<file path="config.mk">
export PLATFORM = sky130hd
export DESIGN_NAME = lct_header_parse_and_classify_top_flat
export DESIGN_NICKNAME = d
export VERILOG_FILES = /design/src/design/lct_hpc_pkg.sv /design/src/design/lct_hpc_if.sv /design/src/design/lct_header_parse_and_classify_top.sv /design/src/flat_wrapper.sv
export SDC_FILE = /design/constraint.sdc
export NUM_CORES = 1
export LEC_CHECK = 0
export ABC_AREA = 1
export BUFFER_PORTS_ARGS = -buffer_cell sky130_fd_sc_hd__buf_4
export CELL_PAD_IN_SITES_DETAIL_PLACEMENT = 0
export CELL_PAD_IN_SITES_GLOBAL_PLACEMENT = 1
export CORE_MARGIN = 8
export CORE_UTILIZATION = 30
export DETAILED_ROUTE_END_ITERATION = 8
export PLACE_DENSITY_LB_ADDON = 0.1
export SKIP_LAST_GASP = 1
export SLEW_MARGIN = 20
export SYNTH_ARGS = -nofsm -noshare
export SYNTH_HDL_FRONTEND = slang
export SYNTH_SLANG_ARGS = --single-unit
export TNS_END_PERCENT = 30
</file>
<file path="constraint.sdc">
create_clock -name clk_i -period 8.97 [get_ports clk_i]
set_input_delay 1.794 -clock clk_i [delete_from_list [all_inputs] [get_ports clk_i]]
set_output_delay 1.794 -clock clk_i [all_outputs]
set_load 0.02 [all_outputs]
</file>
<file path="src/design/lct_hpc_pkg.sv">
// Package for the LCT header parser and classifier.
// Holds transaction payload types, status and class codes, and register indexes.
// No dependencies.
`default_nettype none

package lct_hpc_pkg;

  localparam logic [15:0] MAX_PACKET_BYTES = 16'd65535;
  localparam logic [3:0]  LCT_VERSION      = 4'd1;
  localparam int unsigned CFG_IDX_W        = 8;

  localparam logic [CFG_IDX_W-1:0] CFG_SLT_OBJECT_ID   = 8'd0;
  localparam logic [CFG_IDX_W-1:0] CFG_STSID_OBJECT_ID = 8'd1;
  localparam logic [CFG_IDX_W-1:0] CFG_MPD_OBJECT_ID   = 8'd2;
  localparam logic [CFG_IDX_W-1:0] CFG_LLS_CODEPOINT   = 8'd3;

  localparam logic [31:0] RST_SLT_OBJECT_ID   = 32'd1;
  localparam logic [31:0] RST_STSID_OBJECT_ID = 32'd2;
  localparam logic [31:0] RST_MPD_OBJECT_ID   = 32'd3;
  localparam logic [7:0]  RST_LLS_CODEPOINT   = 8'd255;

  typedef enum logic [2:0] {
    ST_OK          = 3'd0,
    ST_SHORT       = 3'd1,
    ST_BAD_VERSION = 3'd2,
    ST_TRUNCATED   = 3'd3,
    ST_NO_PAYLOAD  = 3'd4
  } status_e;

  typedef enum logic [1:0] {
    CLS_NONE  = 2'd0,
    CLS_SLT   = 2'd1,
    CLS_STSID = 2'd2,
    CLS_MPD   = 2'd3
  } class_e;

  typedef struct packed {
    logic [7:0] data_byte;
    logic       last_byte;
  } in_t;

  typedef struct packed {
    status_e     status;
    class_e      object_class;
    logic [1:0]  cong_ctrl;
    logic        close_session;
    logic        close_object;
    logic [7:0]  code_point;
    logic [31:0] congestion_info;
    logic [31:0] session_id;
    logic [31:0] object_id;
    logic [15:0] svc_id;
    logic [9:0]  hdr_len;
    logic [15:0] payload_length;
  } out_t;

  typedef struct packed {
    logic [CFG_IDX_W-1:0] reg_index;
    logic [31:0]          wdata;
  } cfg_t;

endpackage

`default_nettype wire

</file>
<file path="src/design/lct_hpc_if.sv">
// Valid/ready channel interfaces for the LCT header parser and classifier.
// Depends on lct_hpc_pkg for the payload types.
`default_nettype none

interface lct_hpc_in_if;
  logic              valid;
  logic              ready;
  lct_hpc_pkg::in_t  data;
  modport source (output valid, output data, input ready);
  modport sink   (input valid, input data, output ready);
endinterface

interface lct_hpc_out_if;
  logic              valid;
  logic              ready;
  lct_hpc_pkg::out_t data;
  modport source (output valid, output data, input ready);
  modport sink   (input valid, input data, output ready);
endinterface

interface lct_hpc_cfg_if;
  logic              valid;
  logic              ready;
  lct_hpc_pkg::cfg_t data;
  modport source (output valid, output data, input ready);
  modport sink   (input valid, input data, output ready);
endinterface

`default_nettype wire

</file>
<file path="src/design/lct_header_parse_and_classify_top.sv">
// LCT header parser and classifier top level.
// Depends on lct_hpc_pkg and the channel interfaces in lct_hpc_if.sv.
//
//   channel | dir | payload                         | transaction when
//   in_i    | in  | data_byte, last_byte            | in_i.valid && in_i.ready
//   out_o   | out | status, class, header fields    | out_o.valid && out_o.ready
//   cfg_i   | in  | reg_index, wdata                | cfg_i.valid (ready tied high)
//
// One byte per cycle unless stalled; each byte updates the working header registers.
// The last byte copies the parsed header into a snapshot register; the result is
// built from it and loads the output register once the output stage can advance.
// A stalled output holds the snapshot; bytes keep flowing until both are full.
// Reset clears the working registers, the valid flags and loads register defaults.
`default_nettype none

module lct_header_parse_and_classify_top (
  input  wire          clk_i,
  input  wire          rst_ni,
  lct_hpc_in_if.sink   in_i,
  lct_hpc_out_if.source out_o,
  lct_hpc_cfg_if.sink  cfg_i
);
  import lct_hpc_pkg::*;

  typedef struct packed {
    logic [15:0] len;
    logic [7:0]  first_byte;
    logic [7:0]  flag_byte;
    logic [7:0]  length_words;
    logic [7:0]  codepoint;
    logic [31:0] cci;
    logic [31:0] tsi;
    logic [31:0] toi;
  } pkt_t;

  typedef struct packed {
    logic [4:0] cci_len;
    logic [4:0] tsi_len;
    logic [4:0] toi_len;
    logic [4:0] toi_cap;
  } layout_t;

  function automatic layout_t get_layout(input logic [7:0] fb, input logic [7:0] flg);
    layout_t l;
    l.cci_len = (fb[3:2] != 2'd0) ? 5'd4 : 5'd0;
    l.tsi_len = flg[7] ? (flg[4] ? 5'd2 : 5'd4) : 5'd0;
    unique case (flg[6:5])
      2'd0:    l.toi_len = 5'd0;
      2'd1:    l.toi_len = flg[4] ? 5'd2 : 5'd4;
      2'd2:    l.toi_len = flg[4] ? 5'd4 : 5'd8;
      default: l.toi_len = flg[4] ? 5'd6 : 5'd12;
    endcase
    l.toi_cap = (flg[6:5] == 2'd0) ? 5'd0 : ((flg[6:5] == 2'd1 && flg[4]) ? 5'd2 : 5'd4);
    return l;
  endfunction

  logic [31:0] slt_id_q, stsid_id_q, mpd_id_q;
  logic [7:0]  lls_cp_q;

  pkt_t    work_q, work_d, snap_q;
  logic    snap_valid_q, out_valid_q;
  out_t    out_q, res;
  layout_t lay_w, lay_s;
  logic [4:0]  ts, os, oe, min_hdr;
  logic [9:0]  hb_w, hb;
  logic [15:0] idx;
  logic        in_acc, s2_adv, s1_adv;

  assign s2_adv = !out_valid_q || out_o.ready;
  assign s1_adv = snap_valid_q && s2_adv;
  assign in_i.ready = !snap_valid_q || s2_adv;
  assign in_acc = in_i.valid && in_i.ready;
  assign cfg_i.ready = 1'b1;
  assign out_o.valid = out_valid_q;
  assign out_o.data  = out_q;

  // Per-byte header capture
  always_comb begin
    idx    = work_q.len;
    lay_w  = get_layout(work_q.first_byte, work_q.flag_byte);
    ts     = 5'd4 + lay_w.cci_len;
    os     = ts + lay_w.tsi_len;
    oe     = os + lay_w.toi_cap;
    work_d = work_q;
    priority if (idx == 16'd0) begin
      work_d.first_byte = in_i.data.data_byte;
    end else if (idx == 16'd1) begin
      work_d.flag_byte = in_i.data.data_byte;
    end else if (idx == 16'd2) begin
      work_d.length_words = in_i.data.data_byte;
    end else if (idx == 16'd3) begin
      work_d.codepoint = in_i.data.data_byte;
    end else if (idx < {11'd0, ts}) begin
      work_d.cci = {work_q.cci[23:0], in_i.data.data_byte};
    end else if (idx < {11'd0, os}) begin
      work_d.tsi = {work_q.tsi[23:0], in_i.data.data_byte};
    end else if (idx < {11'd0, oe}) begin
      work_d.toi = {work_q.toi[23:0], in_i.data.data_byte};
    end else begin
      work_d.toi = work_q.toi;
    end
    work_d.len = (idx >= MAX_PACKET_BYTES) ? MAX_PACKET_BYTES : idx + 16'd1;
  end

  // Result from the snapshot
  always_comb begin
    lay_s   = get_layout(snap_q.first_byte, snap_q.flag_byte);
    min_hdr = 5'd4 + lay_s.cci_len + lay_s.tsi_len + lay_s.toi_len;
    hb_w    = {snap_q.length_words, 2'b00};
    hb      = (hb_w < {5'd0, min_hdr}) ? {5'd0, min_hdr} : hb_w;
    res     = '0;
    priority if (snap_q.len < 16'd4) begin
      res.status = ST_SHORT;
    end else if (snap_q.first_byte[7:4] != LCT_VERSION) begin
      res.status = ST_BAD_VERSION;
    end else if (snap_q.len < {11'd0, min_hdr}) begin
      res.status = ST_TRUNCATED;
    end else begin
      res.cong_ctrl          = snap_q.first_byte[3:2];
      res.close_session      = snap_q.flag_byte[1];
      res.close_object       = snap_q.flag_byte[0];
      res.code_point         = snap_q.codepoint;
      res.congestion_info    = snap_q.cci;
      res.session_id         = snap_q.tsi;
      res.object_id          = snap_q.toi;
      res.svc_id             = snap_q.tsi[15:0];
      res.hdr_len            = hb;
      if ({6'd0, hb} >= snap_q.len) begin
        res.status = ST_NO_PAYLOAD;
      end else begin
        res.status = ST_OK;
        priority if (snap_q.toi == slt_id_q || snap_q.codepoint == lls_cp_q) begin
          res.object_class = CLS_SLT;
        end else if (snap_q.toi == stsid_id_q) begin
          res.object_class = CLS_STSID;
        end else if (snap_q.toi == mpd_id_q) begin
          res.object_class = CLS_MPD;
        end else begin
          res.object_class = CLS_NONE;
        end
        res.payload_length = snap_q.len - {6'd0, hb};
      end
    end
  end

  always_ff @(posedge clk_i or negedge rst_ni) begin
    if (!rst_ni) begin
      slt_id_q   <= RST_SLT_OBJECT_ID;
      stsid_id_q <= RST_STSID_OBJECT_ID;
      mpd_id_q   <= RST_MPD_OBJECT_ID;
      lls_cp_q   <= RST_LLS_CODEPOINT;
    end else if (cfg_i.valid) begin
      unique case (cfg_i.data.reg_index)
        CFG_SLT_OBJECT_ID:   slt_id_q   <= cfg_i.data.wdata;
        CFG_STSID_OBJECT_ID: stsid_id_q <= cfg_i.data.wdata;
        CFG_MPD_OBJECT_ID:   mpd_id_q   <= cfg_i.data.wdata;
        CFG_LLS_CODEPOINT:   lls_cp_q   <= cfg_i.data.wdata[7:0];
        default: ;
      endcase
    end
  end

  always_ff @(posedge clk_i or negedge rst_ni) begin
    if (!rst_ni) begin
      work_q       <= '0;
      snap_valid_q <= 1'b0;
      out_valid_q  <= 1'b0;
    end else begin
      if (in_acc) begin
        work_q <= in_i.data.last_byte ? '0 : work_d;
      end
      if (in_acc && in_i.data.last_byte) begin
        snap_valid_q <= 1'b1;
      end else if (s1_adv) begin
        snap_valid_q <= 1'b0;
      end
      if (s2_adv) begin
        out_valid_q <= snap_valid_q;
      end
    end
  end

  always_ff @(posedge clk_i) begin
    if (in_acc && in_i.data.last_byte) begin
      snap_q <= work_d;
    end
    if (s1_adv) begin
      out_q <= res;
    end
  end

endmodule

`default_nettype wire
</file>
<file path="src/flat_wrapper.sv">
// flat-port wrapper written by rule: the top's interface ports become plain ports
module lct_header_parse_and_classify_top_flat import lct_hpc_pkg::*;
  (clk_i, rst_ni, in_i_valid, in_i_data, in_i_ready, out_o_valid, out_o_data, out_o_ready, cfg_i_valid, cfg_i_data, cfg_i_ready);
  lct_hpc_in_if in_i_i ();
  lct_hpc_out_if out_o_i ();
  lct_hpc_cfg_if cfg_i_i ();
  input  wire clk_i;
  input  wire rst_ni;
  input wire logic [$bits(in_i_i.valid)-1:0] in_i_valid;
  input wire logic [$bits(in_i_i.data)-1:0] in_i_data;
  output wire logic [$bits(in_i_i.ready)-1:0] in_i_ready;
  output wire logic [$bits(out_o_i.valid)-1:0] out_o_valid;
  output wire logic [$bits(out_o_i.data)-1:0] out_o_data;
  input wire logic [$bits(out_o_i.ready)-1:0] out_o_ready;
  input wire logic [$bits(cfg_i_i.valid)-1:0] cfg_i_valid;
  input wire logic [$bits(cfg_i_i.data)-1:0] cfg_i_data;
  output wire logic [$bits(cfg_i_i.ready)-1:0] cfg_i_ready;
  assign in_i_i.valid = in_i_valid;
  assign in_i_i.data = in_i_data;
  assign in_i_ready = in_i_i.ready;
  assign out_o_valid = out_o_i.valid;
  assign out_o_data = out_o_i.data;
  assign out_o_i.ready = out_o_ready;
  assign cfg_i_i.valid = cfg_i_valid;
  assign cfg_i_i.data = cfg_i_data;
  assign cfg_i_ready = cfg_i_i.ready;
  lct_header_parse_and_classify_top u_core (.clk_i(clk_i), .rst_ni(rst_ni), .in_i(in_i_i), .out_o(out_o_i), .cfg_i(cfg_i_i));
endmodule
</file>
After elaboration in Yosys (flattened, before gate mapping) --
Cells that the tools add are included.
Storage, ports and cells: output and inout port bits 158, register bits after elaboration 549, logic and storage cells 124, input port bits 54
Operators by class: multiplexer cells 35, equal/unequal tests 14, order comparisons 8, add/sub/neg operators 8, reduce and logical (&&, ||, !) cells 23
Operators by type and width (count):
- 144-bit two-way mux | 1
- 32-bit two-way mux | 4
- 120-bit two-way mux | 1
- 112-bit two-way mux | 1
- 104-bit two-way mux | 1
- 32-bit equality test | 3
- 96-bit two-way mux | 1
- 16-bit by 5-bit < comparator with 1-bit output | 4
- 64-bit two-way mux | 1
- 16-bit by 2-bit equality test with 1-bit output (second input constant) | 2
- 8-bit two-way mux | 4
- 5-bit adder | 4
- 3-bit two-way mux | 6
- 16-bit by 1-bit adder with 16-bit output (second input constant) | 1
- 16-bit by 1-bit equality test with 1-bit output (second input constant) | 1
- 8-bit by 2-bit equality test with 1-bit output (second input constant) | 2
- 10-bit by 16-bit >= comparator with 1-bit output | 1
- 16-bit >= comparator (second input constant) | 1
- 16-bit logical NOT | 1
- 16-bit by 3-bit < comparator with 1-bit output (second input constant) | 1
- 16-bit two-way mux | 1
- 16-bit by 10-bit subtractor with 16-bit output | 1
- 5-bit two-way mux | 3
- 5-bit one-hot mux with 3 select lines | 1
- 21 further kinds | 41

Longest topological paths before layout --
word-level depth 14, gate-level depth with buffers 23, depth with buffers taken out 22

Worst setup path before layout --
OpenSTA, ideal clock, no wires.
path kind input-to-reg, start input port out_o_ready, end register u_core.out_q, in the netlist u_core.out_o.data[0], enable pin, data required time 8.289 ns, cell stages on the path 2, slack -0.181 ns, library setup time 0.681 ns, buffers on the path 0, data arrival time 8.470 ns, cells stage by stage inv_1 > a21oi_1
On the way: cells in the longest elaborated chain, start to end 2
Ends and longest elaborated chain:
- start: declaration | RTL line flat_wrapper.sv:14 | input wire logic [$bits(out_o_i.ready)-1:0] out_o_ready;
- 1-bit logical OR | RTL line lct_header_parse_and_classify_top.sv:69 | assign s2_adv = !out_valid_q || out_o.ready;
- 1-bit logical AND | RTL line lct_header_parse_and_classify_top.sv:70 | assign s1_adv = snap_valid_q && s2_adv;
- via u_core.s1_adv | RTL line lct_header_parse_and_classify_top.sv:67 | logic in_acc, s2_adv, s1_adv;
- end signal: assignment | RTL line lct_header_parse_and_classify_top.sv:188 | out_q <= res;
- end: declaration | RTL line lct_header_parse_and_classify_top.sv:62 | out_t out_q, res;
The timed path passes the listed nets, and every way through them passes these cells. A chain may end at the register's enable or synchronous reset.

Final worst setup path --
start register u_core.snap_q[116] (netlist name), end register u_core.out_q, in the netlist u_core.out_o.data[151], data pin
On the way: cells in the longest elaborated chain, start to end 8, elaborated cells on any way between the ends 12, those cells by class add/sub: 2; order compare: 3; mux: 6; reduce/logical: 1
Ends and longest elaborated chain:
- start: declaration | RTL line lct_header_parse_and_classify_top.sv:60 | pkt_t work_q, work_d, snap_q;
- start signal: assignment | RTL line lct_header_parse_and_classify_top.sv:185 | snap_q <= work_d;
- 3-bit two-way mux | RTL line lct_header_parse_and_classify_top.sv:46, lct_header_parse_and_classify_top.sv:49
- 5-bit two-way mux | RTL line lct_header_parse_and_classify_top.sv:46 | l.tsi_len = flg[7] ? (flg[4] ? 5'd2 : 5'd4) : 5'd0;
- 5-bit adder | RTL line lct_header_parse_and_classify_top.sv:108 | min_hdr = 5'd4 + lay_s.cci_len + lay_s.tsi_len + lay_s.toi_len;
- 5-bit adder * | RTL line lct_header_parse_and_classify_top.sv:108
- 10-bit by 5-bit < comparator with 1-bit output | RTL line lct_header_parse_and_classify_top.sv:110 | hb = (hb_w < {5'd0, min_hdr}) ? {5'd0, min_hdr} : hb_w;
- 10-bit two-way mux | RTL line lct_header_parse_and_classify_top.sv:110
- 10-bit by 16-bit >= comparator with 1-bit output | RTL line lct_header_parse_and_classify_top.sv:128 | if ({6'd0, hb} >= snap_q.len) begin
- 5-bit OR reduction (no source line) *
Every way passes the cells marked *; elsewhere a longest branch is shown, timed or not.

==> metrics.csv <==
stage,metric,value,unit
run_status,status,"complete, no violations",
clock_tree,"Clk pin slew, worst setup/hold paths",60,ps
synth,"Cell Area, Synth",24500,um2
sta,final setup TNS,0,ps
floorplanning,Starting Density,0.301,
sta,Setup Viol. Count Final,0,
grt,GRT Overall Usage,0.152,
synth,Synth top cells by count,"nand2_1 (913), inv_1 (410), edfxtp_1 (278), nor2_1 (271), dfrtp_1 (234)",
synth,register bit total from synthesis,524,
setup_path,Reg-to-Reg Start,u_core.snap_q[116]$_DFFE_PP_,
placement,dpl ws,4340,ps
sta,RSZ-0062 raised after global routing,false,
power,pwr dens,219,nW/um2
sta,Tmin final,4640,ps
sta,PnR worst setup slack,4330,ps
clock_tree,CTS H-tree depth,2,
power,leakage,13.7,nW
min_path,worst hold-check path type,reg2reg,
min_path,Hold EP,u_core.work_q[1]$_DFFE_PN0P_,
routing,vias,18100,
sta,FMAX,216,MHz
floorplanning,Placeable Area,81600,um2
synth,Main synth FF type,edfxtp_1,
placement,detailed-placement wirelength estimate,47000,um
flow_run,max cap viols,0,
setup_path,Worst R2R Path Depth,20,
min_path,Worst Min Path Start,u_core.work_q[1]$_DFFE_PN0P_,
setup_path,CP max FO,16,
setup_path,critical path class,reg2reg,
routing,Via-to-Cell Ratio,4.44,
synth,post-synth top area share,0.340,
setup_path,R2R Setup Slk,4330,ps
floorplanning,row cnt,105,
synth,cells after synthesis,2767,
finish,Ant. Diodes,0,
setup_path,"Largest stage delay, worst path",440,ps
power,VDD IR-drop max,0.136,mV
synth,Synth Area per Inst,8.87,um2
clock_tree,CTS Sinks,524,
finish,share of layout cells above drive strength 1,0.130,
routing,DRT Wirelength,69700,um
grt,GRT overflow,0,
sta,Final Slew Violations,0,
floorplanning,die area,91200,um2
sta,Max-slew headroom,0.332,
placement,Port Buffer Count,209,
clock_tree,CTS Buffer Depth,3,
setup_path,Worst setup EP type,flop,
sta,Least-Margin Pin Slew,1000,ps
clock_tree,cts bufs inserted,61,
synth,top post-synthesis cells by area,"edfxtp_1 (34%), dfrtp_1 (24%), nand2_1 (14%)",
finish,Nets,3034,
min_path,Min-Delay Path Depth,2,
finish,Fillers,8323,
setup_path,RR Endpoint,u_core.out_o.data[151]$_SDFFCE_PP0P_,
clock_tree,post-CTS setup buffers,0,
setup_path,Worst path slowest cell,o21ai_0,
grt,pin count of the biggest net entering global routing,133,
setup_path,cell breakdown of the critical path,inv_1 -> o21ai_0 -> ha_1 -> fa_1 -> inv_1 -> fa_1 -> inv_1 -> ha_1 -> nor4_1 -> nand3_1 -> o21ai_0 -> ha_1 -> a21oi_1 -> o21ai_0 -> nand3_1 -> nand3_1 -> nand2_1 -> nand2_1 -> nand2_1 -> nor2_1,
routing,initial DRC count,1083,
floorplanning,die height,302,um
clock_tree,cts repair resizes,0,
placement,RePlAce Congestion,0.797,
grt,initial antenna violation count,0,
floorplanning,die width,302,um
synth,Synth async-reset ratio,0.469,
finish,Layout area overhead,18.4,%
routing,DRC,0,
synth,Post-Syn Nets,2855,
sta,Fin. Hold Viols,0,
synth,Netlist cell types,41,
clock_tree,Clock Latency Late Sink,630,ps
sta,Final period util,0.517,
setup_path,Critical Path RT,9310,ps
sta,clock skew,21.9,ps
setup_path,Worst EP arrival,4980,ps
synth,cell with the most instances after synthesis,nand2_1,
floorplanning,I/O pins,212,
clock_tree,Root Buffer,clkbuf_16,
synth,synth warn,0,
synth,largest area contributor in the netlist,edfxtp_1,
clock_tree,CTS tree,done,
synth,"EDFF count, synth",278,
routing,post-route ant nets,0,
grt,first-pass GRT wire length,109000,um
routing,DRT Pass-1 Iters,5,
routing,drt wl/cell,17.1,um
synth,sequential area share after synthesis,0.592,
clock_tree,"Hold-fix buffers, CTS",0,
grt,vias in the first global route,18500,
setup_path,CP Launch Type,flop,
==> area by class of cell <==
cell class | instances | area (um2) | area share
clock inverter | 28 | 295 | 0.0102
inverter | 413 | 1550 | 0.0534
timing repair buffer | 225 | 1710 | 0.0588
tap | 1070 | 1340 | 0.0461
sequential | 524 | 14500 | 0.500
clock buffer | 87 | 1700 | 0.0584
multi-input combinational | 1721 | 7940 | 0.273
==> through the flow <==
stage,instances,instance area (um2),total power [mW],utilization,hold WS [ps]
floorplan,2767,24500,3.59,-,448
global placement,3953,27100,3.93,0.332,462
detailed placement,3953,27100,3.93,0.332,465
CTS,4068,29100,6.48,0.356,481
global route,4068,29100,6.70,0.356,498
finish,4068,29100,6.36,0.356,477
==> registers in the layout (all words and copies together) (netlist names), 16 cells and up <==
name / count
u_core.out_o.data: 138
u_core.snap_q: 132
u_core.work_q: 124
u_core.mpd_id_q: 32
u_core.slt_id_q: 32
u_core.stsid_id_q: 32
u_core.idx: 16
==> report_power, final <==
group	switching (mW)	internal, mW	total (mW)
Sequential	0.106	2.74	2.85
Clock	1.02	1.48	2.50
Combinational	0.723	0.292	1.02
==> routing by layer <==
metal | GRT usage | wire [um]
met2 | 0.243 | 31500
met3 | 0.0272 | 2870
met4 | 0.0408 | 1720
met1 | 0.210 | 33600
met5 | 0 | 0
==> placed cells by master, fill, tap and decap left out, drive strengths merged, types with 28 or more instances in the layout <==
master  count
a21oi      28
buf       225
clkbuf     87
dfrtp     234
edfxtp    278
ha         31
inv       413
nand2     917
nand3     155
nor2      283
o21ai     183
xnor2      33
==> how the worst max path moves through the flow <==
stage / start / end / slack, ps
2_1_floorplan: out_o_ready / u_core.hb_w[2]$_DFFE_PP_ / -110
3_3_place_gp: u_core.snap_q[116]$_DFFE_PP_ / u_core.out_o.data[151]$_SDFFCE_PP0P_ / 4400
3_5_place_dp: out_o_ready / u_core.snap_q[143]$_DFFE_PP_ / 4340
4_1_cts: u_core.snap_q[116]$_DFFE_PP_ / u_core.out_o.data[4]$_SDFFCE_PP0P_ / 4350
5_1_grt: u_core.snap_q[116]$_DFFE_PP_ / u_core.out_o.data[4]$_SDFFCE_PP0P_ / 3730
6_report: u_core.snap_q[116]$_DFFE_PP_ / u_core.out_o.data[151]$_SDFFCE_PP0P_ / 4330
==> logic make-up after synthesis <==
logic type	Yosys count	share of synthesized area
flops	524	0.592
compound gates	237	0.0551
other cells	2	0.000306
simple gates	1391	0.228
buf+inv	522	0.0869
fa+ha+maj	34	0.0182
xor+xnor	57	0.0203
==> critical path: cells and delay by family, from the launching register on <==
family | cells | cell delay [ps]
compound gates | 4 | 880
fa+ha+maj | 5 | 1430
buf+inv | 3 | 260
flops | 1 | 430
simple gates | 8 | 1360
(Power assumes the default switching activity.)
